$ cat src/rtl/core/bnip_pkg.sv
// package for the radix-n integer parser: widths, character codes,
// register indexes and the parser phase type
// no dependencies
`default_nettype none

package bnip_pkg;

	// alphabet and datapath sizes
	localparam int MAX_DIGITS = 16;
	localparam int SIZE_W     = 5;
	localparam int CHAR_W     = 8;
	localparam int VALUE_W    = 32;
	localparam int DIGIT_W    = $clog2(MAX_DIGITS);
	localparam int CFG_W      = 64;
	localparam int CFG_IDX_W  = 2;

	// character codes
	localparam logic [CHAR_W-1:0] CH_NUL   = 8'd0;
	localparam logic [CHAR_W-1:0] CH_TAB   = 8'd9;
	localparam logic [CHAR_W-1:0] CH_CR    = 8'd13;
	localparam logic [CHAR_W-1:0] CH_SPACE = 8'd32;
	localparam logic [CHAR_W-1:0] CH_PLUS  = 8'h2B;
	localparam logic [CHAR_W-1:0] CH_MINUS = 8'h2D;

	// configuration register indexes
	typedef enum logic [CFG_IDX_W-1:0] {
		REG_BASE_SIZE   = 2'd0,
		REG_DIGITS_LOW  = 2'd1,
		REG_DIGITS_HIGH = 2'd2
	} cfg_reg_t;

	// parser phase
	typedef enum logic [1:0] {
		PH_SPACE = 2'd0,
		PH_SIGN  = 2'd1,
		PH_DIGIT = 2'd2,
		PH_DONE  = 2'd3
	} phase_t;

	// whitespace test: tab to carriage return, and space
	function automatic logic is_space(input logic [CHAR_W-1:0] c);
		return ((c >= CH_TAB) && (c <= CH_CR)) || (c == CH_SPACE);
	endfunction

	function automatic logic is_sign(input logic [CHAR_W-1:0] c);
		return (c == CH_PLUS) || (c == CH_MINUS);
	endfunction

endpackage

`default_nettype wire

$ cat src/rtl/core/bnip_char_if.sv
// character channel of the parser: valid, ready and one character
// depends on bnip_pkg
`default_nettype none

interface bnip_char_if;
	import bnip_pkg::*;

	logic              valid;
	logic              ready;
	logic [CHAR_W-1:0] ch;

	modport source (output valid, output ch, input ready);
	modport sink   (input valid, input ch, output ready);
endinterface

`default_nettype wire

$ cat src/rtl/core/bnip_result_if.sv
// result channel of the parser: valid, ready, value and status flags
// depends on bnip_pkg
`default_nettype none

interface bnip_result_if;
	import bnip_pkg::*;

	logic                      valid;
	logic                      ready;
	logic signed [VALUE_W-1:0] value;
	logic                      done_res;
	logic                      base_invalid;

	modport source (output valid, output value, output done_res, output base_invalid,
		input ready);
	modport sink   (input valid, input value, input done_res, input base_invalid,
		output ready);
endinterface

`default_nettype wire

$ cat src/rtl/core/base_n_integer_parser.sv
// radix-n signed integer parser, top level
// depends on bnip_pkg, bnip_char_if and bnip_result_if
//
// usage:
//  - in_ch carries one character per transaction; every character gives
//    exactly one transaction on res, in order
//  - res.value is the signed value so far, res.done_res marks the character
//    that ends the number, res.base_invalid flags an unusable alphabet
//  - the alphabet is set through the write port (cfg_en, cfg_index,
//    cfg_data): base size, digits 0 to 7, digits 8 to 15; writes must go in
//    only while no character is in flight; the block does not enforce this
//  - a character taken goes into the input register and, once res is not
//    stalled, into the result register that drives res.valid
//  - throughput: one character per cycle while res does not stall and no
//    configuration write is made; the next character uses the accumulator
//    written by the one before, a 32x5 multiply-add
//  - in_ch.ready is low in a cycle with a configuration write
//  - reset clears the configuration (alphabet reads as invalid) and puts
//    the parser back into the leading whitespace phase
//  - when res stalls the result register and the input register both
//    hold, and in_ch.ready drops once both are full
`default_nettype none

module base_n_integer_parser (
	input  wire logic                           clk,
	input  wire logic                           arst_n,
	bnip_char_if.sink                           in_ch,
	bnip_result_if.source                       res,
	input  wire logic                           cfg_en,
	input  wire logic [bnip_pkg::CFG_IDX_W-1:0] cfg_index,
	input  wire logic [bnip_pkg::CFG_W-1:0]     cfg_data
);
	import bnip_pkg::*;

	// configuration registers
	logic [SIZE_W-1:0]          base_size_q;
	logic [CFG_W-1:0]           digits_low_q;
	logic [CFG_W-1:0]           digits_high_q;
	logic                       bad_q;

	// input register
	logic                       valid_s1;
	logic [CHAR_W-1:0]          ch_s1;

	// parser state
	phase_t                     phase_q;
	phase_t                     phase_d;
	logic                       neg_q;
	logic                       neg_d;
	logic [VALUE_W-1:0]         accum_q;
	logic [VALUE_W-1:0]         accum_d;

	// result register
	logic                       res_valid_q;
	logic signed [VALUE_W-1:0]  res_value_q;
	logic                       res_done_q;
	logic                       res_bad_q;

	// step logic
	logic                       fire;
	logic                       in_take;
	logic [SIZE_W-1:0]          eff_size;
	logic [2*CFG_W-1:0]         alpha_bits;
	logic                       bad_d;
	logic                       hit;
	logic [DIGIT_W-1:0]         digit;
	logic                       ends;
	logic [VALUE_W-1:0]         out_mag;
	logic                       out_neg;
	logic                       out_done;

	// handshake
	assign fire        = valid_s1 && (!res_valid_q || res.ready);
	assign in_ch.ready = (!valid_s1 || fire) && !cfg_en;
	assign in_take     = in_ch.valid && in_ch.ready;

	// configuration write
	always_ff @(posedge clk or negedge arst_n) begin
		if (!arst_n) begin
			base_size_q   <= '0;
			digits_low_q  <= '0;
			digits_high_q <= '0;
		end else if (cfg_en) begin
			unique case (cfg_index)
				REG_BASE_SIZE:   base_size_q   <= cfg_data[SIZE_W-1:0];
				REG_DIGITS_LOW:  digits_low_q  <= cfg_data;
				REG_DIGITS_HIGH: digits_high_q <= cfg_data;
				default: ;
			endcase
		end
	end

	// radix saturates at the alphabet capacity
	assign eff_size   = (base_size_q > SIZE_W'(MAX_DIGITS)) ? SIZE_W'(MAX_DIGITS)
		: base_size_q;
	assign alpha_bits = {digits_high_q, digits_low_q};

	// alphabet check: too short, forbidden character or repeated character
	always_comb begin
		bad_d = (eff_size < SIZE_W'(2));
		for (int i = 0; i < MAX_DIGITS; i++) begin
			if (SIZE_W'(i) < eff_size) begin
				if ((alpha_bits[8*i +: 8] == CH_NUL) || is_sign(alpha_bits[8*i +: 8])
					|| is_space(alpha_bits[8*i +: 8])) begin
					bad_d = 1'b1;
				end
				for (int j = i + 1; j < MAX_DIGITS; j++) begin
					if ((SIZE_W'(j) < eff_size)
						&& (alpha_bits[8*j +: 8] == alpha_bits[8*i +: 8])) begin
						bad_d = 1'b1;
					end
				end
			end
		end
	end

	// alphabet flag, registered from the check of the configuration registers
	always_ff @(posedge clk or negedge arst_n) begin
		if (!arst_n) begin
			bad_q <= 1'b1;
		end else begin
			bad_q <= bad_d;
		end
	end

	// input register
	always_ff @(posedge clk or negedge arst_n) begin
		if (!arst_n) begin
			valid_s1 <= 1'b0;
		end else if (in_take) begin
			valid_s1 <= 1'b1;
		end else if (fire) begin
			valid_s1 <= 1'b0;
		end
	end

	always_ff @(posedge clk) begin
		if (in_take) begin
			ch_s1 <= in_ch.ch;
		end
	end

	// digit lookup, first matching position wins
	always_comb begin
		hit   = 1'b0;
		digit = '0;
		for (int k = MAX_DIGITS - 1; k >= 0; k--) begin
			if ((SIZE_W'(k) < eff_size) && (alpha_bits[8*k +: 8] == ch_s1)) begin
				hit   = 1'b1;
				digit = DIGIT_W'(k);
			end
		end
	end

	// next state and result of one character
	always_comb begin
		phase_d  = phase_q;
		neg_d    = neg_q;
		accum_d  = accum_q;
		ends     = 1'b0;
		out_mag  = accum_q;
		out_neg  = neg_q;
		out_done = 1'b0;
		if (ch_s1 == CH_NUL) begin
			out_done = (phase_q != PH_DONE);
			phase_d  = PH_SPACE;
			neg_d    = 1'b0;
			accum_d  = '0;
		end else begin
			if (phase_q != PH_DONE) begin
				if (is_space(ch_s1)) begin
					ends = (phase_q != PH_SPACE);
				end else if (is_sign(ch_s1)) begin
					if (phase_q == PH_DIGIT) begin
						ends = 1'b1;
					end else begin
						phase_d = PH_SIGN;
						if (ch_s1 == CH_MINUS) begin
							neg_d = !neg_q;
						end
					end
				end else if (hit) begin
					phase_d = PH_DIGIT;
					accum_d = accum_q * VALUE_W'(eff_size) + VALUE_W'(digit);
				end else begin
					ends = 1'b1;
				end
				if (ends) begin
					phase_d = PH_DONE;
				end
			end
			out_mag  = accum_d;
			out_neg  = neg_d;
			out_done = ends;
		end
	end

	// parser state register
	always_ff @(posedge clk or negedge arst_n) begin
		if (!arst_n) begin
			phase_q <= PH_SPACE;
			neg_q   <= 1'b0;
			accum_q <= '0;
		end else if (fire) begin
			phase_q <= phase_d;
			neg_q   <= neg_d;
			accum_q <= accum_d;
		end
	end

	// result register
	always_ff @(posedge clk or negedge arst_n) begin
		if (!arst_n) begin
			res_valid_q <= 1'b0;
		end else if (fire) begin
			res_valid_q <= 1'b1;
		end else if (res.ready) begin
			res_valid_q <= 1'b0;
		end
	end

	always_ff @(posedge clk) begin
		if (fire) begin
			res_value_q <= $signed(out_neg ? (-out_mag) : out_mag);
			res_done_q  <= out_done;
			res_bad_q   <= bad_q;
		end
	end

	assign res.valid        = res_valid_q;
	assign res.value        = res_value_q;
	assign res.done_res     = res_done_q;
	assign res.base_invalid = res_bad_q;

	// a finished number keeps its magnitude until a terminating nul
	assert property (@(posedge clk) disable iff (!arst_n)
		(fire && (phase_q == PH_DONE) && (ch_s1 != CH_NUL)) |=> $stable(accum_q))
		else $error("accumulator changed after the number ended");

	// a nul returns the parser to its reset state
	assert property (@(posedge clk) disable iff (!arst_n)
		(fire && (ch_s1 == CH_NUL)) |=> ((phase_q == PH_SPACE) && !neg_q && (accum_q == '0)))
		else $error("parser state not cleared by nul");

	// no new character while both registers are held by a stalled receiver
	assert property (@(posedge clk) disable iff (!arst_n)
		(valid_s1 && res_valid_q && !res.ready) |-> !in_ch.ready)
		else $error("input accepted while pipeline is full and stalled");

endmodule

`default_nettype wire
$ cat src/flat_wrapper.sv
// flat-port wrapper written by rule: the top's interface ports become plain ports
module base_n_integer_parser_flat import bnip_pkg::*;
  (clk, arst_n, cfg_en, cfg_index, cfg_data, in_ch_valid, in_ch_ch, in_ch_ready, res_valid, res_value, res_done_res, res_base_invalid, res_ready);
  bnip_char_if in_ch_i ();
  bnip_result_if res_i ();
  input  wire logic clk;
  input  wire logic arst_n;
  input  wire logic cfg_en;
  input  wire logic [bnip_pkg::CFG_IDX_W-1:0] cfg_index;
  input  wire logic [bnip_pkg::CFG_W-1:0] cfg_data;
  input wire logic [$bits(in_ch_i.valid)-1:0] in_ch_valid;
  input wire logic [$bits(in_ch_i.ch)-1:0] in_ch_ch;
  output wire logic [$bits(in_ch_i.ready)-1:0] in_ch_ready;
  output wire logic [$bits(res_i.valid)-1:0] res_valid;
  output wire logic [$bits(res_i.value)-1:0] res_value;
  output wire logic [$bits(res_i.done_res)-1:0] res_done_res;
  output wire logic [$bits(res_i.base_invalid)-1:0] res_base_invalid;
  input wire logic [$bits(res_i.ready)-1:0] res_ready;
  assign in_ch_i.valid = in_ch_valid;
  assign in_ch_i.ch = in_ch_ch;
  assign in_ch_ready = in_ch_i.ready;
  assign res_valid = res_i.valid;
  assign res_value = res_i.value;
  assign res_done_res = res_i.done_res;
  assign res_base_invalid = res_i.base_invalid;
  assign res_i.ready = res_ready;
  base_n_integer_parser u_core (.clk(clk), .arst_n(arst_n), .in_ch(in_ch_i), .res(res_i), .cfg_en(cfg_en), .cfg_index(cfg_index), .cfg_data(cfg_data));
endmodule
$ cat config.mk
export PLATFORM = sky130hd
export DESIGN_NAME = base_n_integer_parser_flat
export DESIGN_NICKNAME = d
export VERILOG_FILES = /design/src/rtl/core/bnip_pkg.sv /design/src/rtl/core/bnip_char_if.sv /design/src/rtl/core/bnip_result_if.sv /design/src/rtl/core/base_n_integer_parser.sv /design/src/flat_wrapper.sv
export SDC_FILE = /design/constraint.sdc
export NUM_CORES = 2
export LEC_CHECK = 0
export ABC_AREA = 1
export BUFFER_PORTS_ARGS = -buffer_cell sky130_fd_sc_hd__buf_2
export CELL_PAD_IN_SITES_DETAIL_PLACEMENT = 2
export CELL_PAD_IN_SITES_GLOBAL_PLACEMENT = 2
export CORE_UTILIZATION = 36
export DETAILED_ROUTE_END_ITERATION = 8
export PLACE_DENSITY_LB_ADDON = 0.1
export SLEW_MARGIN = 15
export SYNTH_ARGS = -nofsm -noshare
export SYNTH_HDL_FRONTEND = slang
export SYNTH_SLANG_ARGS = --single-unit
$ cat constraint.sdc
create_clock -name clk -period 7.34 [get_ports clk]
set_clock_uncertainty 0.05 [all_clocks]
set_input_delay 1.101 -clock clk [delete_from_list [all_inputs] [get_ports clk]]
set_output_delay 1.101 -clock clk [all_outputs]
set_load 0.005 [all_outputs]
==> results.ini <==
[pwr]
power.clock.fraction=0.139
p_comb_frac=0.686
power.switching_uw=6452
p_int_uw=4473
switching_share=0.5906
leakage_uw=0.01596
vdd_drop_max_uv=180.7
power_density_nw_per_um2=324.5
p_seq_frac=0.174

[critical_path]
cp.arrival_ns=7.47
cpMostUsedCell=nand2_1
r2r_start=u_core.base_size_q[4]
crit_slowest_cell=dfrtp_2
reg2reg_depth=34
criticalPathCategory=reg2reg
endpoint=u_core.res.value[25]
reg2reg_to=u_core.res.value[25]
cp-start-kind=flop
critPathLaunch=u_core.base_size_q[4]
worst-r2r-setup-slack_ns=0.18
crit_path_max_fanout=32
cp.required_ns=7.65
critPathCaptureType=flop
max_stage_delay_ns=0.54

[placement]
dpl.hpwl_um=149100
portBuffers=114
place_congestion=1.077
post-place-ws_ns=0.3218

[routing]
wirelength_um=211500
drc=0
vias_per_cell=6.627
drt_first_pass_iters=6
detail-route-antenna-nets=0
vias=37866
post_drt_wl_per_cell_um=37.02
drt-initial-drc-count=5061

[sta]
rsz0062_at_grt=false
setup_ws_ns=0.1811
slew_headroom=0.1252
hold_viol=0
slew_viol_final=0
setup_viol=0
fin_setup_tns_ns=0
worstMarginPinSlew_ns=1.307
fmax_mhz=139.7
period_needed_ns=7.159
period_share=0.9753

[synth]
yosysSeqAreaShare=0.1831
synth-edff-count=42
yosysWarnings=0
syn_area_sq_um=30270
ys.flop_type=dfrtp_1
yosysUniqueCellTypes=60
syn_area_per_cell_sq_um=6.591
async_reset_ff_frac=0.8028
synth-seq-cells=213
synthCells=4592
syn_nets=4820

[clock_tree]
clkSinkCount=213
clk_latency_ns=0.63
htree_levels=1
holdBufCountCts=0
cts_setup_buffers=0
cts_buffers=29
cts.path.max_buffers=3
cts_tree=built
clk_pin_slew_ns=0.06
cts_root_buf=clkbuf_16

[global_route]
antenna_found_initial=10
grt_pass1_wl_um=294500
grt_pass1_vias=38471
grt_overflow=0
grt_max_degree=72
grt_usage=0.4845

[floorplanning]
num_rows=105
io-pin-count=115
coreArea_sq_um=82640
die_w_um=292.0
initial_utilization=0.3663
die_y_um=292.0
die_area_sq_um=85240

[status]
outcome=completed

[job]
cap_violations=0

[final_layout]
fin_nets=4847
syn_to_final_growth_pct=11.25
mostFrequentLayoutCells=1,215 x nand2_1, 432 x xor2_1, 392 x inv_1
drive_gt1_frac=0.1067
layout_commonest_cell=nand2_1

[worst_hold_path]
min_path_type=reg2reg

-- power by group through the flow --
stage          registers, uW  clock network [uW]  logic [uW]
2_1_floorplan           1640                   0        4320
3_3_place_gp            1870                   0        6860
3_5_place_dp            1890                   0        7070
4_1_cts                 1870                1540        7130
5_1_grt                 1910                1570        7800
6_report                1900                1520        7500
-- through the flow --
stage          cell area (sq um)  total power [uW]  instances  utilization  hold slack (ns)
4_1_cts                    33630             10540       5711       0.4069           0.4498
3_3_place_gp               32650              8738       5658       0.3951           0.4163
6_report                   33670             10930       5714       0.4075           0.4532
5_1_grt                    33660             11280       5711       0.4074           0.4722
2_1_floorplan              30270              5959       4592            -           0.4030
3_5_place_dp               32650              8955       5658       0.3951           0.4338
-- cell usage after synthesis, types with 3 or more instances --
library cell	n	area, sq um
nand2_1	1219	4576
xor2_1	432	3784
inv_1	394	1479
nor2_1	289	1085
xnor2_1	263	2303
o21ai_0	241	1206
nand4_1	193	1207
clkbuf_1	182	683.2
dfrtp_1	170	4254
nand3_1	170	850.8
a21oi_1	132	660.6
o22ai_1	113	706.9
buf_1	100	375.4
nor4_1	93	581.8
fa_1	86	1722
buf_2	77	385.4
nor3_1	76	380.4
ha_1	63	788.3
edfxtp_1	42	1261
a2111oi_0	28	245.2
a221oi_1	28	245.2
clkinv_1	27	101.4
o2111ai_1	23	201.4
inv_2	17	63.81
nor2_2	14	87.58
a31oi_1	13	81.33
buf_4	10	75.07
nand2_2	10	62.56
o41ai_1	9	78.83
nor2_4	8	90.09
a211oi_1	7	52.55
o221ai_1	7	61.31
o21ai_1	6	30.03
nand3_2	5	50.05
o31ai_1	5	37.54
o211ai_1	4	30.03
buf_6	3	33.78
nand3b_1	3	22.52
o21ai_4	3	48.80
-- layout make-up --
type                            instances  area, sq um
Fill cell                           10039        48960
Multi-Input combinational cell       3569        21590
Sequential cell                       213         5543
Timing Repair Buffer                  368         2567
Inverter                              438         1648
Tap cell                             1070         1339
Clock buffer                           36        772.0
Clock inverter                         17        203.9
Antenna cell                            3        7.507
-- cell families (layout without fill, tap and decap cells) --
family	Yosys count	in the layout	synth area share
and+or+nand+nor	2088	2088	0.2999
buffers and inverters	810	859	0.1056
xor gates and xnor gates	695	695	0.2011
AOI/OAI and AO/OA	637	637	0.1274
DFF	213	213	0.1831
adders and majority gates	149	149	0.08292
other	0	3	0
-- metal layers --
| metal | vias up | share of wire | routed length (um) | track usage |
|---|---|---|---|---|
| li1 | 15048 | - | - | - |
| met1 | 19284 | 0.41 | 87570 | 0.6563 |
| met2 | 2820 | 0.38 | 80060 | 0.6503 |
| met3 | 704 | 0.15 | 30890 | 0.1985 |
| met4 | 10 | 0.061 | 12930 | 0.2445 |
| met5 | - | 0.00029 | 62 | 0 |
-- registers in the layout, indices dropped and copies added, names as in the netlist --
name                     cells
u_core.res.base_invalid      1
u_core.digits_low_q         64
u_core.bad_q                 1
u_core.res.done_res          1
u_core.valid_s1              1
u_core.accum_q              32
u_core.res.value            32
u_core.digits_high_q        64
u_core.neg_q                 1
u_core.base_size_q           5
u_core.phase_q               2
u_core.res.valid             1
u_core.ch_s1                 8
-- repair_timing --
item,CTS,global route
endpoints found under the setup margin,0,17
gates resized for setup,0,11
endpoints found under the hold margin,0,0
-- critical path, delay by kind of cell (launching register included) --
kind | cells | cell delay (ns)
AOI/OAI and AO/OA | 3 | 0.81
adders and majority gates | 4 | 1.54
buffers and inverters | 4 | 0.71
DFF | 1 | 0.54
and+or+nand+nor | 23 | 3.28
-- worst min-delay path by stage --
| stage | from | end | slack, ns | cells after the start |
|---|---|---|---|---|
| 6_report | u_core.accum_q[30] | u_core.accum_q[30] | 0.45 | 2 |
| 5_1_grt | u_core.bad_q | u_core.res.base_invalid | 0.47 | 0 |
| 4_1_cts | u_core.accum_q[30] | u_core.accum_q[30] | 0.45 | 2 |
| 3_5_place_dp | u_core.accum_q[30] | u_core.accum_q[30] | 0.43 | 2 |
| 3_3_place_gp | u_core.accum_q[30] | u_core.accum_q[30] | 0.42 | 2 |
| 2_1_floorplan | u_core.accum_q[30] | u_core.accum_q[30] | 0.40 | 2 |
Note: power is estimated with default switching activity, not from simulation.
